==> config.mk <==
export PLATFORM = sky130hd
export DESIGN_NAME = palette_reduce_and_nibble_pack
export DESIGN_NICKNAME = d
export VERILOG_FILES = /design/src/rtl/core/prnp_pkg.sv /design/src/rtl/core/prnp_map_mem.sv /design/src/rtl/core/prnp_slot_table.sv /design/src/rtl/core/palette_reduce_and_nibble_pack.sv
export SDC_FILE = /design/constraint.sdc
export NUM_CORES = 1
export LEC_CHECK = 0
export CAP_MARGIN = 5
export CORE_MARGIN = 4
export CORE_UTILIZATION = 60
export CTS_BUF_LIST = sky130_fd_sc_hd__clkbuf_2 sky130_fd_sc_hd__clkbuf_4 sky130_fd_sc_hd__clkbuf_8
export DETAILED_ROUTE_END_ITERATION = 8
export DONT_BUFFER_PORTS = 1
export GPL_TIMING_DRIVEN = 0
export HOLD_SLACK_MARGIN = 0.05
export PLACE_DENSITY = 0.78
export SLEW_MARGIN = 10
export SYNTH_ARGS = -nofsm -noshare
export SYNTH_HDL_FRONTEND = slang
export SYNTH_HIERARCHICAL = 1
export SYNTH_SLANG_ARGS = --single-unit
==> constraint.sdc <==
create_clock -name clk -period 9.5 [get_ports clk]
set_input_delay 1.425 -clock clk [delete_from_list [all_inputs] [get_ports clk]]
set_output_delay 1.425 -clock clk [all_outputs]
set_load 0.02 [all_outputs]
==> src/rtl/core/prnp_pkg.sv <==
// Shared types and constants for the palette reduce and nibble pack block.
// No dependencies; imported by every module of the block.
`default_nettype none

package prnp_pkg;

  localparam int NUM_ENTRIES_DEF = 144;
  localparam int FIRST_VALUE_DEF = 64;
  localparam int MAX_SLOTS_DEF   = 15;

  localparam int SLOT_W  = 4;
  localparam int COLOR_W = 24;
  localparam int PIX_W   = 8;

  localparam logic [SLOT_W-1:0] OVERFLOW_SLOT = 4'd15;

  localparam logic [1:0] MODE_CLEAR   = 2'd0;
  localparam logic [1:0] MODE_PALETTE = 2'd1;
  localparam logic [1:0] MODE_PIXEL   = 2'd2;

  typedef struct packed {
    logic [SLOT_W-1:0] slot;
    logic              inserted;
    logic [SLOT_W-1:0] used;
  } slot_res_t;

endpackage

`default_nettype wire

==> src/rtl/core/prnp_map_mem.sv <==
// Index-to-slot map: synchronous memory, one write port, two registered read ports.
// Per-entry valid bits give the all-zero reset and clear. Uses prnp_pkg.
`default_nettype none

module prnp_map_mem
  import prnp_pkg::*;
#(
  parameter int NUM_ENTRIES = NUM_ENTRIES_DEF,
  parameter int IDX_W       = (NUM_ENTRIES > 1) ? $clog2(NUM_ENTRIES) : 1
) (
  input  wire logic              clk,
  input  wire logic              rst_n,
  input  wire logic              clr,
  input  wire logic              wr_en,
  input  wire logic [IDX_W-1:0]  wr_addr,
  input  wire logic [SLOT_W-1:0] wr_data,
  input  wire logic              rd_en,
  input  wire logic [IDX_W-1:0]  rd_addr_a,
  input  wire logic              rd_ok_a,
  input  wire logic [IDX_W-1:0]  rd_addr_b,
  input  wire logic              rd_ok_b,
  output logic      [SLOT_W-1:0] rd_data_a,
  output logic      [SLOT_W-1:0] rd_data_b
);

  logic [SLOT_W-1:0]      mem_r [NUM_ENTRIES];
  logic [NUM_ENTRIES-1:0] vld_r;
  logic [SLOT_W-1:0]      raw_a_r;
  logic [SLOT_W-1:0]      raw_b_r;
  logic                   hit_a_r;
  logic                   hit_b_r;

  always_ff @(posedge clk) begin
    if (wr_en) begin
      mem_r[wr_addr] <= wr_data;
    end
  end

  always_ff @(posedge clk) begin
    if (rd_en) begin
      raw_a_r <= mem_r[rd_addr_a];
      raw_b_r <= mem_r[rd_addr_b];
    end
  end

  // reads run on every accept, also with a palette write; only pixel pairs, which never write, use the data
  always_ff @(posedge clk) begin
    if (!rst_n || clr) begin
      vld_r <= '0;
    end else if (wr_en) begin
      vld_r[wr_addr] <= 1'b1;
    end
  end

  always_ff @(posedge clk) begin
    if (!rst_n) begin
      hit_a_r <= 1'b0;
      hit_b_r <= 1'b0;
    end else if (rd_en) begin
      hit_a_r <= rd_ok_a && vld_r[rd_addr_a];
      hit_b_r <= rd_ok_b && vld_r[rd_addr_b];
    end
  end

  assign rd_data_a = hit_a_r ? raw_a_r : '0;
  assign rd_data_b = hit_b_r ? raw_b_r : '0;

endmodule

`default_nettype wire

==> src/rtl/core/prnp_slot_table.sv <==
// Slot color table with parallel first-match compare and insertion.
// Uses prnp_pkg.
`default_nettype none

module prnp_slot_table
  import prnp_pkg::*;
#(
  parameter int MAX_SLOTS = MAX_SLOTS_DEF
) (
  input  wire logic               clk,
  input  wire logic               rst_n,
  input  wire logic               clr,
  input  wire logic               upd_en,
  input  wire logic [COLOR_W-1:0] color,
  output slot_res_t               res,
  output logic      [SLOT_W-1:0]  count
);

  logic [COLOR_W-1:0] colors_r [MAX_SLOTS];
  logic [SLOT_W-1:0]  count_r;
  logic [SLOT_W-1:0]  count_nxt;
  logic [MAX_SLOTS-1:0] hit;
  logic                 found;
  logic [SLOT_W-1:0]    hit_slot;
  logic                 do_ins;

  always_comb begin
    for (int k = 0; k < MAX_SLOTS; k++) begin
      hit[k] = (SLOT_W'(k) < count_r) && (colors_r[k] == color);
    end
  end

  always_comb begin
    found    = 1'b0;
    hit_slot = '0;
    for (int k = MAX_SLOTS - 1; k >= 0; k--) begin
      if (hit[k]) begin
        found    = 1'b1;
        hit_slot = SLOT_W'(k);
      end
    end
  end

  always_comb begin
    do_ins       = !found && (count_r < SLOT_W'(MAX_SLOTS));
    res.inserted = do_ins;
    if (found) begin
      res.slot = hit_slot;
    end else if (do_ins) begin
      res.slot = count_r;
    end else begin
      res.slot = OVERFLOW_SLOT;
    end
    res.used = count_r + SLOT_W'(do_ins);
  end

  always_comb begin
    count_nxt = count_r;
    if (clr) begin
      count_nxt = '0;
    end else if (upd_en) begin
      count_nxt = res.used;
    end
  end

  always_ff @(posedge clk) begin
    if (!rst_n) begin
      count_r <= '0;
    end else begin
      count_r <= count_nxt;
    end
  end

  always_ff @(posedge clk) begin
    if (upd_en && do_ins) begin
      colors_r[count_r[SLOT_W-1:0]] <= color;
    end
  end

  assign count = count_r;

`ifndef NO_ASSERTIONS
  a_count_bound: assert property (@(posedge clk) disable iff (!rst_n)
    count_r <= SLOT_W'(MAX_SLOTS))
    else $error("slot count above limit");

  a_ins_grows: assert property (@(posedge clk) disable iff (!rst_n)
    (upd_en && !clr && do_ins) |=> (count_r == $past(count_r) + 1'b1))
    else $error("insertion did not advance slot count");

  a_clr_zero: assert property (@(posedge clk) disable iff (!rst_n)
    clr |=> (count_r == '0))
    else $error("clear left slots in use");

  a_no_ins_on_hit: assert property (@(posedge clk) disable iff (!rst_n)
    found |-> !do_ins)
    else $error("insert on matching color");
`endif

endmodule

`default_nettype wire

==> src/rtl/core/palette_reduce_and_nibble_pack.sv <==
// Palette reduction to 15 color slots and 4bpp nibble packing, top level.
// Uses prnp_pkg, prnp_slot_table and prnp_map_mem.
//
// Input requests arrive on in_* with the kind in in_tuser: clear, palette entry
// or pixel pair. Each request yields exactly one result on out_*.
// A palette entry is compared against all used slots in the accept cycle;
// the slot table and the index map are updated at that same edge.
// A pixel pair reads the index map at both pixel addresses in the accept
// cycle; the registered read data forms the packed byte in the cycle after.
// out_tvalid rises in the cycle after accept. One request per cycle is
// sustained while out_tready is high.
// A stalled out_tready holds the result; in_tready is low while reset is
// asserted and while a result waits and out_tready is low.
// After reset no slot is used and every map entry reads as zero; there is no
// clearing pass, requests are taken in the first cycle after reset.
`default_nettype none

module palette_reduce_and_nibble_pack
  import prnp_pkg::*;
#(
  parameter int NUM_ENTRIES = NUM_ENTRIES_DEF,
  parameter int FIRST_VALUE = FIRST_VALUE_DEF,
  parameter int MAX_SLOTS   = MAX_SLOTS_DEF
) (
  input  wire logic        clk,
  input  wire logic        rst_n,
  input  wire logic        in_tvalid,
  output logic             in_tready,
  // entry_index[7:0], color_red[15:8], color_green[23:16], color_blue[31:24],
  // pixel_first[39:32], pixel_second[47:40]
  input  wire logic [47:0] in_tdata,
  // mode[1:0]
  input  wire logic [1:0]  in_tuser,
  output logic             out_tvalid,
  input  wire logic        out_tready,
  // packed_byte[7:0], slot[11:8], inserted[12], colors_used[16:13], zero[23:17]
  output logic      [23:0] out_tdata
);

  localparam int IDX_W = (NUM_ENTRIES > 1) ? $clog2(NUM_ENTRIES) : 1;

  logic              accept;
  logic [PIX_W-1:0]  entry_index;
  logic [COLOR_W-1:0] color;
  logic [PIX_W-1:0]  pix_a;
  logic [PIX_W-1:0]  pix_b;
  logic              is_clr;
  logic              is_pal;
  logic              is_pix;
  logic [PIX_W:0]    off_a;
  logic [PIX_W:0]    off_b;
  logic              ok_a;
  logic              ok_b;
  logic              wr_ok;
  slot_res_t         res;
  logic [SLOT_W-1:0] count;
  logic [SLOT_W-1:0] map_a;
  logic [SLOT_W-1:0] map_b;

  logic              out_valid_r;
  logic              out_valid_nxt;
  logic              pix_r;
  logic [SLOT_W-1:0] slot_r;
  logic              ins_r;
  logic [SLOT_W-1:0] used_r;
  logic [SLOT_W-1:0] slot_nxt;
  logic              ins_nxt;
  logic [SLOT_W-1:0] used_nxt;

  assign in_tready   = rst_n && (!out_valid_r || out_tready);
  assign accept      = in_tvalid && in_tready;
  assign entry_index = in_tdata[7:0];
  assign color       = {in_tdata[15:8], in_tdata[23:16], in_tdata[31:24]};
  assign pix_a       = in_tdata[39:32];
  assign pix_b       = in_tdata[47:40];

  always_comb begin
    is_clr = 1'b0;
    is_pal = 1'b0;
    is_pix = 1'b0;
    unique case (in_tuser)
      MODE_CLEAR:   is_clr = 1'b1;
      MODE_PALETTE: is_pal = 1'b1;
      MODE_PIXEL:   is_pix = 1'b1;
      default:      ;
    endcase
  end

  assign off_a = {1'b0, pix_a} - (PIX_W+1)'(FIRST_VALUE);
  assign off_b = {1'b0, pix_b} - (PIX_W+1)'(FIRST_VALUE);
  assign ok_a  = ({1'b0, pix_a} >= (PIX_W+1)'(FIRST_VALUE)) &&
                 (off_a < (PIX_W+1)'(NUM_ENTRIES));
  assign ok_b  = ({1'b0, pix_b} >= (PIX_W+1)'(FIRST_VALUE)) &&
                 (off_b < (PIX_W+1)'(NUM_ENTRIES));
  assign wr_ok = {1'b0, entry_index} < (PIX_W+1)'(NUM_ENTRIES);

  prnp_slot_table #(
    .MAX_SLOTS (MAX_SLOTS)
  ) u_slots (
    .clk    (clk),
    .rst_n  (rst_n),
    .clr    (accept && is_clr),
    .upd_en (accept && is_pal),
    .color  (color),
    .res    (res),
    .count  (count)
  );

  prnp_map_mem #(
    .NUM_ENTRIES (NUM_ENTRIES),
    .IDX_W       (IDX_W)
  ) u_map (
    .clk       (clk),
    .rst_n     (rst_n),
    .clr       (accept && is_clr),
    .wr_en     (accept && is_pal && wr_ok),
    .wr_addr   (entry_index[IDX_W-1:0]),
    .wr_data   (res.slot),
    .rd_en     (accept),
    .rd_addr_a (off_a[IDX_W-1:0]),
    .rd_ok_a   (ok_a && is_pix),
    .rd_addr_b (off_b[IDX_W-1:0]),
    .rd_ok_b   (ok_b && is_pix),
    .rd_data_a (map_a),
    .rd_data_b (map_b)
  );

  always_comb begin
    slot_nxt = '0;
    ins_nxt  = 1'b0;
    used_nxt = count;
    if (is_clr) begin
      used_nxt = '0;
    end else if (is_pal) begin
      slot_nxt = res.slot;
      ins_nxt  = res.inserted;
      used_nxt = res.used;
    end
  end

  always_comb begin
    out_valid_nxt = out_valid_r;
    if (accept) begin
      out_valid_nxt = 1'b1;
    end else if (out_tready) begin
      out_valid_nxt = 1'b0;
    end
  end

  always_ff @(posedge clk) begin
    if (!rst_n) begin
      out_valid_r <= 1'b0;
      pix_r       <= 1'b0;
    end else begin
      out_valid_r <= out_valid_nxt;
      if (accept) begin
        pix_r <= is_pix;
      end
    end
  end

  always_ff @(posedge clk) begin
    if (accept) begin
      slot_r <= slot_nxt;
      ins_r  <= ins_nxt;
      used_r <= used_nxt;
    end
  end

  assign out_tvalid = out_valid_r;
  // map read data holds while stalled: the memory reads only on accept
  assign out_tdata  = {7'd0, used_r, ins_r, slot_r,
                       (pix_r ? {map_a, map_b} : 8'd0)};

endmodule

`default_nettype wire
==> reports/qor.json <==
{
  "reg2reg_setup_slack_ns": 4.53,
  "io_pins": 80,
  "maxCapViolations": 0,
  "detailedRoute.firstPassIterationCount": 7,
  "place.detailed.hpwl_um": 131000,
  "avgViaCountPerCell": 7.33,
  "via_count": 35497,
  "placementRows": 107,
  "rr_worst_depth": 7,
  "synth.cells.most_frequent": "sky130_fd_sc_hd__edfxtp_1, sky130_fd_sc_hd__nor2_1, sky130_fd_sc_hd__mux4_2",
  "timing.final.hold_violations": 0,
  "required_ns": 9.94,
  "placeable_core_region_mm2": 0.0855,
  "final_cells": 4845,
  "drtIter0Drc": 6588,
  "netlist_top_cells_area": "sky130_fd_sc_hd__edfxtp_1, sky130_fd_sc_hd__mux4_2, sky130_fd_sc_hd__dfxtp_1, sky130_fd_sc_hd__nor2_1, sky130_fd_sc_hd__xor2_1",
  "ant_nets": 0,
  "post-cts-setup-buffers": 0,
  "htreeDepth": 4,
  "total_power_uw": 10200,
  "flow.area_growth_from_synthesis_pct": 11.0,
  "holdPathEnd": "u_map/vld_r[27]",
  "syn_area_cell_um2": 15.7,
  "synthesis.yosys.warnings": 6,
  "cp_data_arrival_time_ns": 5.60,
  "worst_slew_pin_slew_ns": 1.43,
  "placedCellCount": 4505,
  "rsz0062_at_grt": "no",
  "cts_hold_fix_bufs": 0,
  "clock_tree.buffer_depth": 3,
  "start_util_pct": 60.8,
  "dieHeight_um": 302,
  "post_synth_instance_area_mm2": 0.0520,
  "synth_largest_type_area_fraction_pct": 55.0,
  "timing.final.crit_period_ns": 5.17,
  "grt_util_all_layers_pct": 41.6,
  "peakVddDrop_mv": 0.162,
  "min_path_cells": 2,
  "cts_made_buffers": 178,
  "critical_path_type": "in2reg",
  "run_status": "completed",
  "synth-seq-cells": 1105,
  "cts-resized-gates": 0,
  "antenna_violations_before_repair": 14,
  "die_area_mm2": 0.0914,
  "ys_async_sr_fraction_pct": 0,
  "final-max-slew-violation-count": 0,
  "grt-ovfl-total": 0,
  "holdCritPathClass": "reg2reg",
  "worstReg2RegEnd": "u_map/mem_r[75][1]",
  "timing.rr.start": "out_tvalid",
  "drc": 0,
  "design.final.nets": 3601,
  "ys.flop_type": "sky130_fd_sc_hd__edfxtp_1",
  "die_w_um": 302,
  "detail_route.wl_per_cell_um": 39.0,
  "synth_enable_flop_cells": 953,
  "gate_count_of_the_mapped_netlist": 3321,
  "static-leakage-power_uw": 0.0184,
  "holdCritStartpoint": "u_map/vld_r[27]",
  "type_of_element_capturing_the_critical_path": "flop",
  "insertion_delay_ns": 0.86,
  "timing.final.setup_violations": 0,
  "fin_worst_skew_ns": 0.0492,
  "achievable-frequency_mhz": 194,
  "synth.yosys.seq_area_share_pct": 60.9,
  "clkSinkCount": 1105,
  "synth_top_cell_by_area": "sky130_fd_sc_hd__edfxtp_1",
  "buffer_ports.inserted": 0,
  "wl_um": 189000,
  "number_of_unique_standard_cell_types_used_by_synthesis": 88,
  "critical_path.max_fanout": 22,
  "clock-root-buffer": "sky130_fd_sc_hd__clkbuf_8",
  "synth.most_common_cell": "sky130_fd_sc_hd__edfxtp_1",
  "grt_pass1_wl_um": 259000,
  "drive_gt1_share_pct": 25.0,
  "timing.final.crit_share_pct": 54.4,
  "cellPowerDensity_mw_per_mm2": 176,
  "globalplace.congestion": 1.07,
  "startpoint_type": "input port",
  "tritoncts": "built",
  "first_global_vias": 34232,
  "clock_transition_at_the_registers_of_the_reported_paths_ns": 0.05,
  "max_slew_margin_pct": 4.11,
  "grt_start_max_net_pins": 81
}
## cell families after synthesis
logic type	share of synthesized area, %
fa+ha+maj	0.144
flops	60.9
compound gates	3.32
other cells	0.00721
mux	17.3
simple gates	9.23
buf+inv	2.88
xor+xnor	6.25
## how the worst max path moves through the flow
stage                       from                 end  slack [ns]  cells after the start
finish                out_tready  u_map/mem_r[75][1]        4.33                      7
global route          out_tready  u_map/mem_r[75][3]        4.49                      7
CTS                   out_tready  u_map/mem_r[75][3]        4.71                      7
detailed placement    out_tready  u_map/mem_r[75][3]        3.82                      7
global placement    in_tdata[26]  u_map/mem_r[14][3]       -6.22                      8
floorplan           in_tdata[25]   u_map/mem_r[0][3]        0.36                      8
## sequential cells by signal (all words and copies together), names as in the netlist
name and cells:
u_slots/count 4, out_tvalid 1, u_map/raw_a_r 4, u_map/hit_a_r 1
u_map/vld_r 144, u_map/mem_r 576, used_r 4, ins_r 1
pix_r 1, slot_r 4, u_map/raw_b_r 4, u_map/hit_b_r 1
u_slots/colors_r 360
## where the power goes
group | leakage (µW) | internal, µW | total (µW) | switching (µW)
clock network | 0.00195 | 2250 | 4170 | 1930
registers | 0.00984 | 5240 | 5240 | 5.55
logic | 0.00664 | 245 | 749 | 504
## routing by layer
metal | up-vias | global-route usage (%) | part of all wire [%]
li1 | 13526 | - | -
met1 | 17978 | 57.6 | 36
met2 | 3306 | 56.8 | 42
met3 | 677 | 18.3 | 17
met4 | 10 | 20.2 | 5.7
met5 | - | 0 | 0.051
## stage by stage
step	hold slack (ns)	utilization [%]	setup slack (ns)	area (µm²)	TNS (ns)
2_1_floorplan	0.452	-	0.362	52000	0
3_3_place_gp	0.462	62.5	-6.22	53400	-1191.78
3_5_place_dp	0.483	63.2	3.82	54000	0
4_1_cts	0.495	67.4	4.71	57700	0
5_1_grt	0.515	67.4	4.49	57700	0
6_report	0.496	67.5	4.33	57700	0
## area by class of cell
class	count	area, µm²
Buffer	217	1430
Tap cell	1144	1430
Clock buffer	265	3250
Clock inverter	69	393
Multi-Input combinational cell	1987	19000
Fill cell	5816	27800
Timing Repair Buffer	34	510
Inverter	18	67.6
Antenna cell	6	15.0
Sequential cell	1105	31700
## worst max-delay path, stage by stage
cell,delay (ns)
sky130_fd_sc_hd__nand2b_1,0.11
sky130_fd_sc_hd__nand3_1,0.24
sky130_fd_sc_hd__inv_1,0.86
sky130_fd_sc_hd__and3_1,0.31
sky130_fd_sc_hd__clkbuf_1,0.36
sky130_fd_sc_hd__nand4_1,1.11
sky130_fd_sc_hd__nor2_1,1.15
## cells in the final DEF (no fill, tap or decap), types with 34 or more instances in the layout
master / instances
sky130_fd_sc_hd__mux4_2: 368
sky130_fd_sc_hd__nor2_1: 457
sky130_fd_sc_hd__nand4_1: 69
sky130_fd_sc_hd__buf_4: 57
sky130_fd_sc_hd__mux2i_1: 45
sky130_fd_sc_hd__buf_6: 37
sky130_fd_sc_hd__dfxtp_1: 152
sky130_fd_sc_hd__nand2_1: 75
sky130_fd_sc_hd__clkbuf_8: 201
sky130_fd_sc_hd__buf_2: 53
sky130_fd_sc_hd__nor4_1: 84
sky130_fd_sc_hd__nor2b_1: 34
sky130_fd_sc_hd__xor2_1: 198
sky130_fd_sc_hd__xnor2_1: 162
sky130_fd_sc_hd__clkbuf_4: 65
sky130_fd_sc_hd__a22oi_1: 54
sky130_fd_sc_hd__clkbuf_1: 62
sky130_fd_sc_hd__edfxtp_1: 953
sky130_fd_sc_hd__clkinv_1: 36
sky130_fd_sc_hd__nand3_1: 43
No activity file was read; power rests on OpenSTA's default activity.
